==> config.mk <==
export PLATFORM = sky130hd
export DESIGN_NAME = stx_etx_lrc_frame_receiver_flat
export DESIGN_NICKNAME = d
export VERILOG_FILES = /design/src/sv/stxrx_pkg.sv /design/src/sv/stxrx_if.sv /design/src/sv/stx_etx_lrc_frame_receiver.sv /design/src/flat_wrapper.sv
export SDC_FILE = /design/constraint.sdc
export NUM_CORES = 1
export LEC_CHECK = 0
export ABC_CLOCK_PERIOD_IN_PS = 6450
export BUFFER_PORTS_ARGS = -buffer_cell sky130_fd_sc_hd__buf_2
export CAP_MARGIN = 20
export CORE_ASPECT_RATIO = 0.7
export CORE_MARGIN = 2
export CORE_UTILIZATION = 45
export DETAILED_ROUTE_END_ITERATION = 10
export GPL_TIMING_DRIVEN = 0
export PLACE_DENSITY = 0.63
export SLEW_MARGIN = 25
export SYNTH_ARGS = -nofsm -noshare
export SYNTH_HDL_FRONTEND = slang
export SYNTH_SLANG_ARGS = --single-unit
==> constraint.sdc <==
create_clock -name clk -period 6.45 [get_ports clk]
set_clock_uncertainty 0.05 [all_clocks]
set_input_delay 0.9675 -clock clk [delete_from_list [all_inputs] [get_ports clk]]
set_output_delay 0.9675 -clock clk [all_outputs]
set_load 0.02 [all_outputs]
==> src/sv/stxrx_pkg.sv <==
// stxrx_pkg: types, codes and reset values for the stx/etx/lrc frame receiver
// no dependencies; imported by the interfaces and the top level
`timescale 1ns / 1ps
`default_nettype none

package stxrx_pkg;

	localparam logic [7:0] CODE_STX = 8'h02;
	localparam logic [7:0] CODE_ETX = 8'h03;

	localparam logic [31:0] START_TIMEOUT_RESET  = 32'd60000;
	localparam logic [15:0] LENGTH_TIMEOUT_RESET = 16'd100;
	localparam logic [15:0] BYTE_TIMEOUT_RESET   = 16'd500;

	localparam int CFG_INDEX_W = 2;
	localparam int CFG_DATA_W  = 32;

	typedef enum logic [CFG_INDEX_W-1:0] {
		REG_START_TIMEOUT  = 2'd0,
		REG_LENGTH_TIMEOUT = 2'd1,
		REG_BYTE_TIMEOUT   = 2'd2
	} reg_index_t;

	typedef enum logic [1:0] {
		MODE_BYTE = 2'd0,
		MODE_TICK = 2'd1,
		MODE_ARM  = 2'd2
	} mode_t;

	typedef enum logic [2:0] {
		PH_IDLE    = 3'd0,
		PH_STX     = 3'd1,
		PH_LEN_HI  = 3'd2,
		PH_LEN_LO  = 3'd3,
		PH_PAYLOAD = 3'd4,
		PH_ETX     = 3'd5,
		PH_LRC     = 3'd6,
		PH_LRC_BAD = 3'd7
	} phase_t;

	typedef enum logic [2:0] {
		ST_OK       = 3'd0,
		ST_TO_START = 3'd1,
		ST_TO_LEN   = 3'd2,
		ST_TO_BYTE  = 3'd3,
		ST_BAD_ETX  = 3'd4,
		ST_BAD_LRC  = 3'd5
	} status_t;

	typedef struct packed {
		logic        is_status;
		logic [7:0]  payload_byte;
		logic [2:0]  frame_status;
		logic [15:0] frame_length;
		logic        last;
	} result_t;

endpackage

`default_nettype wire

==> src/sv/stxrx_if.sv <==
// stxrx item, result and configuration channels, valid/ready handshake
// depends on stxrx_pkg for the configuration widths
`timescale 1ns / 1ps
`default_nettype none

interface stxrx_item_if;
	logic       valid;
	logic       ready;
	logic [1:0] mode;
	logic [7:0] rx_byte;

	modport source (output valid, output mode, output rx_byte, input ready);
	modport sink (input valid, input mode, input rx_byte, output ready);
endinterface

interface stxrx_result_if;
	logic        valid;
	logic        ready;
	logic        is_status;
	logic [7:0]  payload_byte;
	logic [2:0]  frame_status;
	logic [15:0] frame_length;
	logic        last;

	modport source (output valid, output is_status, output payload_byte,
		output frame_status, output frame_length, output last, input ready);
	modport sink (input valid, input is_status, input payload_byte,
		input frame_status, input frame_length, input last, output ready);
endinterface

interface stxrx_cfg_if;
	logic                              valid;
	logic                              ready;
	logic [stxrx_pkg::CFG_INDEX_W-1:0] index;
	logic [stxrx_pkg::CFG_DATA_W-1:0]  data;

	modport source (output valid, output index, output data, input ready);
	modport sink (input valid, input index, input data, output ready);
endinterface

`default_nettype wire

==> src/sv/stx_etx_lrc_frame_receiver.sv <==
// stx_etx_lrc_frame_receiver: frame parser with tick timeouts and lrc check
// depends on stxrx_pkg and the channel interfaces in stxrx_if.sv
`timescale 1ns / 1ps
`default_nettype none

// Takes one item (received byte, tick or arm) in every cycle that item.ready
// is high; each item is handled in the cycle it is accepted by the phase
// register, a 32-bit tick compare and an xor, and any result goes to a
// one-deep output register backed by a one-entry skid stage. item.ready
// drops only while the skid stage is occupied, i.e. while two results are
// waiting on a stalled result channel. Payload bytes stream out as they
// arrive; one status item closes each frame not cut short by an arm item. The
// configuration port is always ready and should only be written while the block is idle.
module stx_etx_lrc_frame_receiver (
	input  wire             clk,
	input  wire             arst_n,
	stxrx_item_if.sink      item,
	stxrx_result_if.source  result,
	stxrx_cfg_if.sink       cfg
);
	import stxrx_pkg::*;

	logic [31:0] start_limit_q;
	logic [15:0] length_limit_q;
	logic [15:0] byte_limit_q;

	phase_t      phase_q, phase_d;
	logic [15:0] header_length_q, header_length_d;
	logic [15:0] bytes_seen_q, bytes_seen_d;
	logic [7:0]  check_q, check_d;
	logic [31:0] wait_q, wait_d;

	result_t     res;
	logic        res_valid;
	logic        accept;

	logic        out_valid_q;
	result_t     out_q;
	logic        skid_valid_q;
	result_t     skid_q;
	logic        out_fire;

	logic [31:0] limit;
	logic [31:0] wait_inc;
	logic [16:0] seen_inc;
	status_t     to_status;

	// configuration
	assign cfg.ready = 1'b1;

	always_ff @(posedge clk or negedge arst_n) begin
		if (!arst_n) begin
			start_limit_q  <= START_TIMEOUT_RESET;
			length_limit_q <= LENGTH_TIMEOUT_RESET;
			byte_limit_q   <= BYTE_TIMEOUT_RESET;
		end else if (cfg.valid) begin
			case (cfg.index)
				REG_START_TIMEOUT:  start_limit_q  <= cfg.data;
				REG_LENGTH_TIMEOUT: length_limit_q <= cfg.data[15:0];
				REG_BYTE_TIMEOUT:   byte_limit_q   <= cfg.data[15:0];
				default: ;
			endcase
		end
	end

	assign item.ready = !skid_valid_q;
	assign accept     = item.valid && item.ready;

	always_comb begin
		case (phase_q)
			PH_STX: begin
				limit     = start_limit_q;
				to_status = ST_TO_START;
			end
			PH_LEN_HI, PH_LEN_LO: begin
				limit     = {16'd0, length_limit_q};
				to_status = ST_TO_LEN;
			end
			default: begin
				limit     = {16'd0, byte_limit_q};
				to_status = ST_TO_BYTE;
			end
		endcase
	end

	assign wait_inc = wait_q + 32'd1;
	assign seen_inc = {1'b0, bytes_seen_q} + 17'd1;

	always_comb begin
		phase_d         = phase_q;
		header_length_d = header_length_q;
		bytes_seen_d    = bytes_seen_q;
		check_d         = check_q;
		wait_d          = wait_q;
		res_valid       = 1'b0;
		res.is_status    = 1'b1;
		res.payload_byte = 8'd0;
		res.frame_status = ST_OK;
		res.frame_length = header_length_q;
		res.last         = 1'b1;
		case (item.mode)
			MODE_ARM: begin
				phase_d         = PH_STX;
				header_length_d = 16'd0;
				bytes_seen_d    = 16'd0;
				check_d         = 8'd0;
				wait_d          = 32'd0;
			end
			MODE_TICK: begin
				if (phase_q != PH_IDLE) begin
					wait_d = wait_inc;
					if (wait_inc >= limit) begin
						res_valid        = 1'b1;
						res.frame_status = to_status;
						phase_d          = PH_IDLE;
						wait_d           = 32'd0;
					end
				end
			end
			MODE_BYTE: begin
				case (phase_q)
					PH_STX: begin
						if (item.rx_byte == CODE_STX) begin
							phase_d = PH_LEN_HI;
							wait_d  = 32'd0;
							check_d = 8'd0;
						end
					end
					PH_LEN_HI: begin
						header_length_d = {item.rx_byte, 8'd0};
						check_d         = check_q ^ item.rx_byte;
						phase_d         = PH_LEN_LO;
					end
					PH_LEN_LO: begin
						header_length_d = {header_length_q[15:8], item.rx_byte};
						check_d         = check_q ^ item.rx_byte;
						bytes_seen_d    = 16'd0;
						wait_d          = 32'd0;
						phase_d = ({header_length_q[15:8], item.rx_byte} == 16'd0)
							? PH_ETX : PH_PAYLOAD;
					end
					PH_PAYLOAD: begin
						check_d      = check_q ^ item.rx_byte;
						bytes_seen_d = seen_inc[15:0];
						wait_d       = 32'd0;
						if (seen_inc >= {1'b0, header_length_q}) begin
							phase_d = PH_ETX;
						end
						res_valid        = 1'b1;
						res.is_status    = 1'b0;
						res.payload_byte = item.rx_byte;
						res.last         = 1'b0;
					end
					PH_ETX: begin
						check_d = check_q ^ item.rx_byte;
						wait_d  = 32'd0;
						phase_d = (item.rx_byte == CODE_ETX) ? PH_LRC : PH_LRC_BAD;
					end
					PH_LRC: begin
						res_valid        = 1'b1;
						res.frame_status = (item.rx_byte == check_q) ? ST_OK : ST_BAD_LRC;
						phase_d          = PH_IDLE;
						wait_d           = 32'd0;
					end
					PH_LRC_BAD: begin
						res_valid        = 1'b1;
						res.frame_status = ST_BAD_ETX;
						phase_d          = PH_IDLE;
						wait_d           = 32'd0;
					end
					default: ;
				endcase
			end
			default: ;
		endcase
	end

	always_ff @(posedge clk or negedge arst_n) begin
		if (!arst_n) begin
			phase_q         <= PH_IDLE;
			header_length_q <= 16'd0;
			bytes_seen_q    <= 16'd0;
			check_q         <= 8'd0;
			wait_q          <= 32'd0;
		end else if (accept) begin
			phase_q         <= phase_d;
			header_length_q <= header_length_d;
			bytes_seen_q    <= bytes_seen_d;
			check_q         <= check_d;
			wait_q          <= wait_d;
		end
	end

	// output register with one-entry skid
	assign out_fire = out_valid_q && result.ready;

	always_ff @(posedge clk or negedge arst_n) begin
		if (!arst_n) begin
			out_valid_q  <= 1'b0;
			skid_valid_q <= 1'b0;
		end else if (skid_valid_q) begin
			if (out_fire) begin
				skid_valid_q <= 1'b0;
			end
		end else if (accept && res_valid) begin
			if (!out_valid_q || out_fire) begin
				out_valid_q <= 1'b1;
			end else begin
				skid_valid_q <= 1'b1;
			end
		end else if (out_fire) begin
			out_valid_q <= 1'b0;
		end
	end

	always_ff @(posedge clk) begin
		if (skid_valid_q) begin
			if (out_fire) begin
				out_q <= skid_q;
			end
		end else if (accept && res_valid) begin
			if (!out_valid_q || out_fire) begin
				out_q <= res;
			end else begin
				skid_q <= res;
			end
		end
	end

	assign result.valid        = out_valid_q;
	assign result.is_status    = out_q.is_status;
	assign result.payload_byte = out_q.payload_byte;
	assign result.frame_status = out_q.frame_status;
	assign result.frame_length = out_q.frame_length;
	assign result.last         = out_q.last;

	// skid stage only fills behind a waiting output register
	assert property (@(posedge clk) disable iff (!arst_n) skid_valid_q |-> out_valid_q)
		else $error("skid holds an item while the output register is empty");

	// in the payload phase there is always at least one byte still to come
	assert property (@(posedge clk) disable iff (!arst_n)
		phase_q == PH_PAYLOAD |-> bytes_seen_q < header_length_q)
		else $error("payload count reached header length without leaving payload phase");

	// a status item closes the frame
	assert property (@(posedge clk) disable iff (!arst_n)
		accept && res_valid && res.is_status |=> phase_q == PH_IDLE && wait_q == 32'd0)
		else $error("receiver not idle after a status item");

	// a payload item is never a closing item
	assert property (@(posedge clk) disable iff (!arst_n)
		out_valid_q |-> out_q.is_status == out_q.last)
		else $error("last flag disagrees with item kind");

endmodule

`default_nettype wire

==> src/flat_wrapper.sv <==
// flat-port wrapper written by rule: the top's interface ports become plain ports
module stx_etx_lrc_frame_receiver_flat import stxrx_pkg::*;
  (clk, arst_n, item_valid, item_mode, item_rx_byte, item_ready, result_valid, result_is_status, result_payload_byte, result_frame_status, result_frame_length, result_last, result_ready, cfg_valid, cfg_index, cfg_data, cfg_ready);
  stxrx_item_if item_i ();
  stxrx_result_if result_i ();
  stxrx_cfg_if cfg_i ();
  input  wire clk;
  input  wire arst_n;
  input wire logic [$bits(item_i.valid)-1:0] item_valid;
  input wire logic [$bits(item_i.mode)-1:0] item_mode;
  input wire logic [$bits(item_i.rx_byte)-1:0] item_rx_byte;
  output wire logic [$bits(item_i.ready)-1:0] item_ready;
  output wire logic [$bits(result_i.valid)-1:0] result_valid;
  output wire logic [$bits(result_i.is_status)-1:0] result_is_status;
  output wire logic [$bits(result_i.payload_byte)-1:0] result_payload_byte;
  output wire logic [$bits(result_i.frame_status)-1:0] result_frame_status;
  output wire logic [$bits(result_i.frame_length)-1:0] result_frame_length;
  output wire logic [$bits(result_i.last)-1:0] result_last;
  input wire logic [$bits(result_i.ready)-1:0] result_ready;
  input wire logic [$bits(cfg_i.valid)-1:0] cfg_valid;
  input wire logic [$bits(cfg_i.index)-1:0] cfg_index;
  input wire logic [$bits(cfg_i.data)-1:0] cfg_data;
  output wire logic [$bits(cfg_i.ready)-1:0] cfg_ready;
  assign item_i.valid = item_valid;
  assign item_i.mode = item_mode;
  assign item_i.rx_byte = item_rx_byte;
  assign item_ready = item_i.ready;
  assign result_valid = result_i.valid;
  assign result_is_status = result_i.is_status;
  assign result_payload_byte = result_i.payload_byte;
  assign result_frame_status = result_i.frame_status;
  assign result_frame_length = result_i.frame_length;
  assign result_last = result_i.last;
  assign result_i.ready = result_ready;
  assign cfg_i.valid = cfg_valid;
  assign cfg_i.index = cfg_index;
  assign cfg_i.data = cfg_data;
  assign cfg_ready = cfg_i.ready;
  stx_etx_lrc_frame_receiver u_core (.clk(clk), .arst_n(arst_n), .item(item_i), .result(result_i), .cfg(cfg_i));
endmodule
==> impl_metrics.yaml <==
clock_tree:
  clk_pin_slew_ps: 80
  numClockSinks: 197
  cts_setup_buffers: 0
  cts_tree: "done"
  clockBufferDepth: 2
  postCtsHoldBufs: 0
  cts_resized: 0
  clkLatencyLatePin_ps: 450
  cts-htree-levels: 4
  numCtsBuffers: 17
  clockRootBuffer: "clkbuf_16"
floorplan:
  dieArea_mm2: 0.0245
  fp-row-count: 46
  io_pins: 81
  fp.dieW_um: 186
  initial_utilization_pct: 46.0
  core_mm2: 0.0227
  die_h_um: 132
routing:
  drtAntennaViolNets: 0
  wire_per_inst_um: 17.0
  top_layer: "met4"
  dr.pass1.iters: 4
  wl_met1_um: 12600
  wirelength_um: 23800
  route.detailed.drc: 0
  via_count: 7621
  met3_length_um: 943
  wl_met2_um: 10000
  vias_per_cell: 5.44
  dr.first_iter.drc_count: 671
critical_path:
  crit_family: "simple AND/OR/NAND/NOR gates"
  crit_buf_inv: 4
  crit_type: "flop to flop"
  max_stage_delay_ps: 610
  cp_common_cell: "buf_4"
  cp.required_ps: 6550
  crit_arrival_ps: 5540
  worstPathMaxFanout: 10
  crit_chain: "ha_1 > and2_1 > nand4_2 > or3_1 > buf_2 > nor2_4 > nand3_1 > xnor2_1 > ha_1 > nand4_1 > or4_1 > a21oi_2 > o21ai_0 > nor3_2 > buf_4 > buf_4 > buf_4"
  start_kind: "flop"
  cp_slowest_cell: "or4_1"
  cp-end-kind: "flop"
power_and_ir_drop:
  p_clk_share_pct: 29.0
  p_sw_mw: 1.38
  pwr-share-seq_pct: 40.5
  switching_share_pct: 35.9
  internal_power_mw: 2.46
  ir_drop_uv: 245
  power_density_mw_per_mm2: 320
  leakage_nw: 5.10
  pwr-share-comb_pct: 30.5
timing:
  tns_ps: 0
  min_period_ps: 5440
  hold_ws_ps: 354
  max_freq_mhz: 184
  final_max_slew_viol_count: 0
  relSlewSlack_pct: 28.8
  hold_viol_final: 0
  period_share_pct: 84.3
  tightest_slew_ps: 1070
  fin_ws_ps: 1010
  setup_violations: 0
  rsz0062_at_grt: "no"
synthesis:
  synth-seq-cells: 197
  netlist_area_mm2: 0.0105
  yosysSeqAreaShare_pct: 50.0
  avgSynthCellArea_um2: 10.7
  syn_nets: 1074
  synth.distinct_cells: 71
  ys_async_sr_fraction_pct: 71.6
  ys_warn_count: 0
  syn_inst: 975
  synth-edff-count: 56
  synthFlopType: "dfrtp_1"
grt:
  first_global_vias: 7336
  grt_pass1_wl_um: 39300
  grt_max_degree: 55
  antenna_found_initial: 0
  grt-ovfl-total: 0
  grtUsageTotal_pct: 20.5
cells_and_area:
  layout-drive-gt1-share_pct: 22.0
  antenna_cells: 0
  multi_input_comb_area_mm2: 0.00495
  final_util_pct: 52.7
  syn2layout_area_growth_pct: 14.6
  final_nets: 1174
  nFillCells: 2023
  seq_area_mm2: 0.00523
  final_area_mm2: 0.0120
status:
  status: "finished, final reports clean"
placement:
  pre_cts_slack_ps: 1010
  gp_congestion: 0.837
  io_buffers: 74
  dp_hpwl_um: 17500
  placed_cell_area_mm2: 0.0114
hold_path:
  hp-class: "input pin to asynchronous set/reset pin"
job:
  max_cap_violations: 0
cells in the final DEF (no fill, tap or decap), types with 22 or more instances in the layout:
cell type,Yosys,layout
ha_1,50,50
clkbuf_1,31,31
xnor2_1,28,28
dfrtp_1,125,125
xor2_1,24,24
a21oi_1,26,26
edfxtp_1,56,56
buf_2,11,85
mux2_2,76,76
nor2_1,57,57
o21ai_1,22,22
nand2_1,122,122
a22o_1,28,28
nand3_1,31,31
o21ai_0,67,67
synthesized netlist by cell type (21+ instances only):
cell type	number	area [µm²]
ha_1	50	626
xnor2_1	28	245
a21oi_1	26	130
a22o_1	28	245
mux2_2	76	856
o21ai_0	67	335
nand2_1	122	458
xor2_1	24	210
nor2_1	57	214
clkbuf_1	31	116
dfrtp_1	125	3130
edfxtp_1	56	1680
nand3_1	31	155
inv_1	21	78.8
o21ai_1	22	110
state kept, by name, indices dropped and copies added, names as in the netlist:
register and cells:
u_core.header_length_q 16, u_core.result.frame_status 3, u_core.result.valid 1, u_core.check_q 8, u_core.bytes_seen_q 16, u_core.length_limit_q 16
u_core.skid_valid_q 1, u_core.byte_limit_q 16, u_core.result.payload_byte 8, u_core.result.last 1, u_core.wait_q 32, u_core.phase_q 3
u_core.result.frame_length 16, u_core.start_limit_q 32, u_core.skid_q 28
power groups by stage:
| stage | Sequential [mW] | Clock, mW | Combinational [mW] |
|---|---|---|---|
| floorplan | 1.58 | 0 | 0.801 |
| global placement | 1.58 | 0 | 1.13 |
| detailed placement | 1.58 | 0 | 1.18 |
| CTS | 1.56 | 1.13 | 1.18 |
| global route | 1.58 | 1.18 | 1.32 |
| finish | 1.56 | 1.11 | 1.17 |
kinds of logic after synthesis:
family	Yosys count	share of synthesized area, %
and+or+nand+nor	308	14.6
AOI/OAI and AO/OA	214	13.3
DFF	197	50.0
muxes	81	8.73
buffers and inverters	72	2.93
xor gates and xnor gates	52	4.36
adders and majority gates	50	5.98
other	1	0.0359
layout make-up:
cell class	instances	area share, %
clock inverter	15	1.58
multi-input combinational	706	41.3
inverter	23	0.721
buffer	49	1.84
clock buffer	17	3.55
timing repair buffer	81	4.09
tap	312	3.26
sequential	197	43.7
path summary, 6_finish.rpt:
check                                         startpoint                              endpoint  slack, ps  cells after the start
max reg2reg                 u_core.wait_q[0]$_DFFE_PN0P_           u_core.skid_q[15]$_DFFE_PP_       1010                     17
max in group asynchronous                         arst_n  u_core.start_limit_q[15]$_DFFE_PN1P_       5070                      3
min                                               arst_n    u_core.bytes_seen_q[3]$_DFFE_PN0P_        350                      1
min in group clk           u_core.check_q[4]$_DFFE_PN0P_         u_core.check_q[4]$_DFFE_PN0P_        430                      1
max                         u_core.wait_q[0]$_DFFE_PN0P_           u_core.skid_q[15]$_DFFE_PP_       1010                     17
min reg2reg                u_core.check_q[4]$_DFFE_PN0P_         u_core.check_q[4]$_DFFE_PN0P_        430                      1
through the flow:
step,total power [mW],cells
after floorplan,2.38,975
after global placement,2.71,1361
after detailed placement,2.76,1368
after CTS,3.87,1400
after global routing,4.07,1400
final,3.84,1400
routing by layer:
metal	GRT usage (%)	up-vias
li1	-	3747
met1	32.2	3692
met2	29.0	170
met3	3.80	12
met4	4.55	0
met5	0	-
worst register-to-register path, delay by kind of cell, from the launching register on:
kind / cells / cell delay [ps]
adder cells (fa/ha/maj): 2 / 680
XOR/XNOR: 1 / 170
AND/OR/NAND/NOR: 8 / 2180
buffers and inverters: 4 / 830
AO/OA/AOI/OAI: 2 / 680
flip-flops: 1 / 540
(Power assumes the default switching activity.)
